==> config.mk <==
export PLATFORM = sky130hd
export DESIGN_NAME = bfa_ctrl
export DESIGN_NICKNAME = d
export VERILOG_FILES = /design/src/rtl/bfa_pkg.sv /design/src/rtl/bfa_ctrl.sv
export SDC_FILE = /design/constraint.sdc
export NUM_CORES = 1
export LEC_CHECK = 0
export BUFFER_PORTS_ARGS = -buffer_cell sky130_fd_sc_hd__buf_2
export CAP_MARGIN = 40
export CORE_MARGIN = 5
export CORE_UTILIZATION = 40
export CTS_CLUSTER_DIAMETER = 80
export DETAILED_ROUTE_END_ITERATION = 10
export GPL_ROUTABILITY_DRIVEN = 0
export PLACE_DENSITY = 0.64
export SYNTH_ARGS = -nofsm -noshare
export SYNTH_HDL_FRONTEND = slang
export SYNTH_SLANG_ARGS = --single-unit
==> constraint.sdc <==
create_clock -name i_clk -period 2.1 [get_ports i_clk]
set_clock_uncertainty 0.2 [all_clocks]
set_input_delay 0.42 -clock i_clk [delete_from_list [all_inputs] [get_ports i_clk]]
set_output_delay 0.42 -clock i_clk [all_outputs]
set_load 0.005 [all_outputs]
==> src/rtl/bfa_pkg.sv <==
// bfa_pkg: shared types, codes and constants of the best-fit allocator.
// No dependencies; used by every RTL file except bfa_ram and by the port checker.
`default_nettype none

package bfa_pkg;

    localparam int DEF_MAX_BLOCKS = 64;
    localparam int ADDR_BITS      = 20;
    localparam int SZ_W           = 21;
    localparam int ID_W           = 32;
    localparam logic [SZ_W-1:0] MEM_LIMIT = SZ_W'(1) << ADDR_BITS;

    // Result status codes
    localparam logic [1:0] ST_OK    = 2'd0;
    localparam logic [1:0] ST_NOFIT = 2'd1;
    localparam logic [1:0] ST_FULL  = 2'd2;
    localparam logic [1:0] ST_NOID  = 2'd3;

    // Datapath commands
    typedef logic [3:0] t_cmd;
    localparam t_cmd CMD_NOP        = 4'd0;
    localparam t_cmd CMD_INIT       = 4'd1;
    localparam t_cmd CMD_ACCEPT     = 4'd2;
    localparam t_cmd CMD_SCAN_ALLOC = 4'd3;
    localparam t_cmd CMD_SCAN_FREE  = 4'd4;
    localparam t_cmd CMD_SCAN_STAT  = 4'd5;
    localparam t_cmd CMD_MARK_FULL  = 4'd6;
    localparam t_cmd CMD_UP_BEGIN   = 4'd7;
    localparam t_cmd CMD_UP_STEP    = 4'd8;
    localparam t_cmd CMD_WR_SPLIT   = 4'd9;
    localparam t_cmd CMD_WR_BEST    = 4'd10;
    localparam t_cmd CMD_WR_MERGE   = 4'd11;
    localparam t_cmd CMD_DN_STEP    = 4'd12;
    localparam t_cmd CMD_SHRINK     = 4'd13;
    localparam t_cmd CMD_STAT_BEGIN = 4'd14;
    localparam t_cmd CMD_FINISH     = 4'd15;

    // One table entry
    typedef struct packed {
        logic [SZ_W-1:0] start;
        logic [SZ_W-1:0] size;
        logic            is_free;
        logic [ID_W-1:0] owner;
    } t_entry;

    // Datapath status back to the controller
    typedef struct packed {
        logic lt_count;   // read index below block count
        logic gt_best;    // read index above best index
        logic vld;        // read data in flight
        logic found;
        logic split;      // best block larger than request
        logic full;       // table at capacity
    } t_dp_stat;

endpackage

`default_nettype wire

==> src/rtl/bfa_ctrl.sv <==
// bfa_ctrl: request sequencer for the allocator; issues datapath commands.
// Depends on bfa_pkg.
`default_nettype none

module bfa_ctrl (
    input  wire logic              i_clk,
    input  wire logic              i_rst_n,
    input  wire logic              i_start,
    input  wire logic              i_req_type,
    input  wire bfa_pkg::t_dp_stat i_stat,
    output bfa_pkg::t_cmd          o_cmd,
    output logic                   o_busy
);

    localparam logic [3:0] S_INIT       = 4'd0;
    localparam logic [3:0] S_IDLE       = 4'd1;
    localparam logic [3:0] S_ASCAN      = 4'd2;
    localparam logic [3:0] S_UP_BEGIN   = 4'd3;
    localparam logic [3:0] S_UP         = 4'd4;
    localparam logic [3:0] S_WR_SPLIT   = 4'd5;
    localparam logic [3:0] S_WR_BEST    = 4'd6;
    localparam logic [3:0] S_FSCAN      = 4'd7;
    localparam logic [3:0] S_WR_MERGE   = 4'd8;
    localparam logic [3:0] S_DN         = 4'd9;
    localparam logic [3:0] S_SHRINK     = 4'd10;
    localparam logic [3:0] S_STAT_BEGIN = 4'd11;
    localparam logic [3:0] S_STAT       = 4'd12;

    logic [3:0] r_state;
    logic [3:0] n_state;
    logic       fwd_done;   // forward pass finished, pipeline drained
    logic       up_done;

    assign fwd_done = !i_stat.lt_count && !i_stat.vld;
    assign up_done  = !i_stat.gt_best && !i_stat.vld;
    assign o_busy   = r_state != S_IDLE;

    always_comb begin
        n_state = r_state;
        o_cmd   = bfa_pkg::CMD_NOP;
        unique case (r_state)
            S_INIT: begin
                o_cmd   = bfa_pkg::CMD_INIT;
                n_state = S_IDLE;
            end
            S_IDLE: begin
                if (i_start) begin
                    o_cmd   = bfa_pkg::CMD_ACCEPT;
                    n_state = i_req_type ? S_FSCAN : S_ASCAN;
                end
            end
            S_ASCAN: begin
                o_cmd = bfa_pkg::CMD_SCAN_ALLOC;
                if (fwd_done) begin
                    if (!i_stat.found) begin
                        n_state = S_STAT_BEGIN;
                    end else if (i_stat.split && i_stat.full) begin
                        o_cmd   = bfa_pkg::CMD_MARK_FULL;
                        n_state = S_STAT_BEGIN;
                    end else if (i_stat.split) begin
                        n_state = S_UP_BEGIN;
                    end else begin
                        n_state = S_WR_BEST;
                    end
                end
            end
            S_UP_BEGIN: begin
                o_cmd   = bfa_pkg::CMD_UP_BEGIN;
                n_state = S_UP;
            end
            S_UP: begin
                o_cmd = bfa_pkg::CMD_UP_STEP;
                if (up_done) n_state = S_WR_SPLIT;
            end
            S_WR_SPLIT: begin
                o_cmd   = bfa_pkg::CMD_WR_SPLIT;
                n_state = S_WR_BEST;
            end
            S_WR_BEST: begin
                o_cmd   = bfa_pkg::CMD_WR_BEST;
                n_state = S_STAT_BEGIN;
            end
            S_FSCAN: begin
                o_cmd = bfa_pkg::CMD_SCAN_FREE;
                if (fwd_done) n_state = i_stat.found ? S_WR_MERGE : S_STAT_BEGIN;
            end
            S_WR_MERGE: begin
                o_cmd   = bfa_pkg::CMD_WR_MERGE;
                n_state = S_DN;
            end
            S_DN: begin
                o_cmd = bfa_pkg::CMD_DN_STEP;
                if (fwd_done) n_state = S_SHRINK;
            end
            S_SHRINK: begin
                o_cmd   = bfa_pkg::CMD_SHRINK;
                n_state = S_STAT_BEGIN;
            end
            S_STAT_BEGIN: begin
                o_cmd   = bfa_pkg::CMD_STAT_BEGIN;
                n_state = S_STAT;
            end
            S_STAT: begin
                if (fwd_done) begin
                    o_cmd   = bfa_pkg::CMD_FINISH;
                    n_state = S_IDLE;
                end else begin
                    o_cmd = bfa_pkg::CMD_SCAN_STAT;
                end
            end
            default: begin
                n_state = S_IDLE;
            end
        endcase
    end

    always_ff @(posedge i_clk) begin
        if (!i_rst_n) begin
            r_state <= S_INIT;
        end else begin
            r_state <= n_state;
        end
    end

endmodule

`default_nettype wire

Word-level counts from Yosys, hierarchy flattened
Cells that the tools add are included.
W data, S select, Z words.
{ "op_classes": {"eq_ne": 19, "mux": 18, "reduce_logical": 9} }
{ "ops": {"columns": ["op", "n"], "rows": [
  ["$pmux W4 S13", 1],
  ["$pmux W4 S11", 1],
  ["$mux W4", 9],
  ["$eq A4 B4 Y1 const B", 5],
  ["$eq A4 B3 Y1 const B", 4],
  ["$mux W3", 5],
  ["$ne A2 B2 Y1 const B", 6],
  ["$eq A4 B2 Y1 const B", 2],
  ["$reduce_and A6 Y1", 1],
  ["$eq A4 B1 Y1 const B", 1],
  ["$logic_not A4 Y1", 1],
  ["$mux W2", 2],
  ["$ne A4 B1 Y1 const B", 1],
  ["$logic_and A1 B1 Y1", 3],
  ["$logic_not A1 Y1", 3],
  ["$reduce_or A2 Y1", 1]
]} }
{ "word_totals": {"output_inout_bits": 5, "regBits": 4, "wordCells": 47, "inputBits": 10} }

Longest topological paths before layout
{ "depth": {"ltp_word": 5, "mapped_depth": 6, "mapped_depth_nobuf": 4} }

Worst setup path after synthesis
OpenSTA, ideal clock, no wires.
{ "synth_path": {"path_kind": "reg2out", "start": "register r_state[3]", "end": "output port o_cmd[0]", "t_arrival_ns": 1.094, "stages_incl_launch_ff": 5, "required_time_ns": 1.480, "path_buffers": 2, "setup_slack_ns": 0.386, "cell_sequence": "dfxtp_1 buf_2 buf_1 o21bai_1 a222oi_1"} }
{ "synth_between": {"elab_chain_cells": 2, "elab_cells_between_ends": 14, "cone_classes": "eq/ne: 12; mux: 1; reduce/logical: 1"} }
{ "synth_rtl": {"columns": ["element", "line_no", "rtl"], "rows": [
  ["start, declared", "bfa_ctrl.sv:29", "logic [3:0] r_state;"],
  ["start signal, assigned", "bfa_ctrl.sv:121", "r_state <= n_state;"],
  ["$eq A4 B4 Y1 (tied with other cells)", "bfa_ctrl.sv:41", "unique case (r_state)"],
  ["$pmux W4 S13 (*)", "bfa_ctrl.sv:41", null],
  ["end, declared", "bfa_ctrl.sv:11", "output bfa_pkg::t_cmd o_cmd,"]
]} }
Every way passes the cells marked *; elsewhere a longest branch is shown, timed or not.

Worst setup path after layout
{ "layout_path": {"start": "register r_state[0]", "end": "output port o_cmd[0]"} }
The elaborated chain is that of the path after synthesis.

==> run metrics <==
status=complete, no violations; YS warnings=0; Initial Util=a little over two fifths; Critical Setup Path Class=flop to primary output; DRT antenna net count=0; Antenna Cells=0; Sw Pwr=0.379 mW; total power=~0.78 mW; worst vdd ir=around 0.00046 V; RSZ-0062 raised after global routing=false; Die ar.=approximately 0.0022 mm^2; most common cell after layout, fill and taps aside=buf_2; cell taking the most area after synthesis=dfxtp_1; area grow syn2layout=21.8%; Setup Buffers After CTS=0; Port Buffers=14; Gate power share=64.7%; highest-delay cell along the critical path=dfxtp_2; end of the critical path=o_cmd[0]; final WL=around 1500 um; Final Slew Violations=0; Synth top area share=approximately 15%; Max FO, Critical Path=15; met1 usage in global routing=23.2%; number of H-tree levels=1; Switching Share=about 48%; f_max=around 510 MHz; Vias=~680; Tcrit/Tclk final=between 90% and 100%; setup slack, reg-to-reg=390 ps; CP Launch Point=r_state[0]; FF-to-FF Start=r_state[0]; sequential power share=between 20 and 25%; Clk pwr share=between 10% and 20%; DP Wirelength=approximately 1100 um; drt first pass iters=4; clock sink total=4; Worst setup SP type=flop; top post-synthesis cells by area=dfxtp_1 (15%), a21oi_1 (6.3%), o21ai_0 (6.3%); R2R depth=4; data arrival time of the worst path=~1300 ps; Syn Inst Count=between 80 and 90; vias in the first global route=601; minimum clock period=between 1500 and 2000 ps; GR Util All Layers=approximately 15%; Unique masters post-synth=37; Routed WL per cell=between 10 and 15 um; Max clock buf depth=2; cts bufs inserted=3; most frequent cells in the layout=buf_2 (14), nand2_1 (8), a21oi_1 (7), o21ai_0 (7), inv_1 (6); sequential-to-total area share from yosys stat=between 10 and 15%; Clock Pin Slew Worst Setup and Hold Paths=40 ps; CP peak stage delay=between 400 and 500 ps; Clock Latency Late Sink=~230 ps; post-route cell area=~670 um^2; Post-synth EDFFs=0; initial antenna violation count=0; Worst EP required=about 1500 ps; Synth async-reset ratio=0%; Resized Gates After CTS=1; clock root buffer=clkbuf_4; DIE WIDTH=47.1 um; Slew @ Worst Pin=about 350 ps; hold depth=3; Post-CTS Hold Buffers=0; Internal=~0.40 mW; ys flop type=dfxtp_1; top flop regs=r_state: 4 flops; Critical Path End Type=primary output; worst relative slew slack=between 70 and 80%; # rows=13; GRT overflow=0; CTS tree=done; IO Pins=15; Fin Setup TNS=0 ps; largest net degree at the start of global routing=16; via/cell ratio=between 5 and 6; power density cells=roughly 1200 mW/mm^2; Filler cells=approximately 140; DRC violations left=0; met2 Use GR=between 20% and 30%; grt met3 use=1.53%; max reg flops=4; Yosys reg bits=4; drt initial violations=31; critical path cell sequence=nor2_1, nand3_1, nand2_1, a222oi_1, buf_2; min-delay worst type=input pin to flop; fraction of layout cells with a size suffix above 1=between 20 and 30%; Max-Cap Viols=0; # setup viols final=0; final core occ=around half; Largest Register=r_state; Final #Nets=112; worst r2r dst=r_state[3]; fin cells=between 100 and 150; gr busiest metal=met2; Die Y=about 47 um; Mean Syn Cell Area=roughly 6.6 um^2; Synth Cell Area=between 500 and 600 um^2; endpoints failing hold=0; Leak=0.316 nW; Cells after DPL=around 110; global-route wire length before repair=2570 um; DP Area=646 um^2; Core ar.=0.00130 mm^2; Syn Nets=94
==> synth_stat cells, types with 2 or more instances <==
library cell	instances
nand2_1	8
a21oi_1	7
o21ai_0	7
inv_1	6
nor2_1	5
dfxtp_1	4
a31oi_1	3
nand2b_1	3
nand3_1	3
nor3_1	3
o21bai_1	3
a211oi_1	2
and3_1	2
buf_2	2
clkbuf_1	2
nor2b_1	2
nor4_1	2
==> worst min-delay path by stage <==
stage               slack [ps]    endpoint        from
finish                     260  r_state[0]     i_rst_n
global route               270  r_state[0]     i_rst_n
CTS                        260  r_state[0]     i_rst_n
detailed placement         410  r_state[2]  r_state[2]
global placement           410  r_state[2]  r_state[2]
floorplan                  350  r_state[0]     i_rst_n
==> per-stage QoR <==
step                setup WS, ps  hold slack, ps
detailed placement           204             406
floorplan                    386             346
CTS                         20.6             258
finish                       136             265
global placement             214             413
global route                40.1             269
==> metal layers <==
layer | part of all wire, % | routed length [um] | up-vias
li1 | - | - | 344
met1 | 46 | 673 | 301
met2 | 46 | 681 | 30
met3 | 7.9 | 117 | 0
met4 | 0 | 0 | 0
met5 | 0 | 0 | -
==> logic make-up after synthesis <==
family	Yosys count	synth area share (%)
simple gates	34	32.2
compound gates	32	39.9
buf+inv	12	9.98
flops	4	14.5
xor+xnor	1	1.59
mux	1	1.81
==> worst max-delay path: cells and delay by family (launching register included) <==
kind            cells  cell delay [ps]
simple gates        3              270
compound gates      1              200
flops               1              470
buf+inv             1              170
==> power groups by stage <==
stage	logic [mW]	clock network [mW]	registers, mW
6_report	0.507	0.0947	0.181
5_1_grt	0.567	0.100	0.191
4_1_cts	0.506	0.0954	0.176
2_1_floorplan	0.410	0	0.121
3_5_place_dp	0.503	0	0.176
3_3_place_gp	0.500	0	0.176
==> area by class of cell <==
cell class | count | area, um^2 | share of cell area (%)
Multi-Input combinational cell | 68 | 417 | 62.0
Timing Repair Buffer | 19 | 108 | 16.0
Sequential cell | 4 | 83.8 | 12.5
Clock buffer | 3 | 22.5 | 3.35
Inverter | 6 | 22.5 | 3.35
Tap cell | 15 | 18.8 | 2.79
Power figures use the tool's default switching activity.
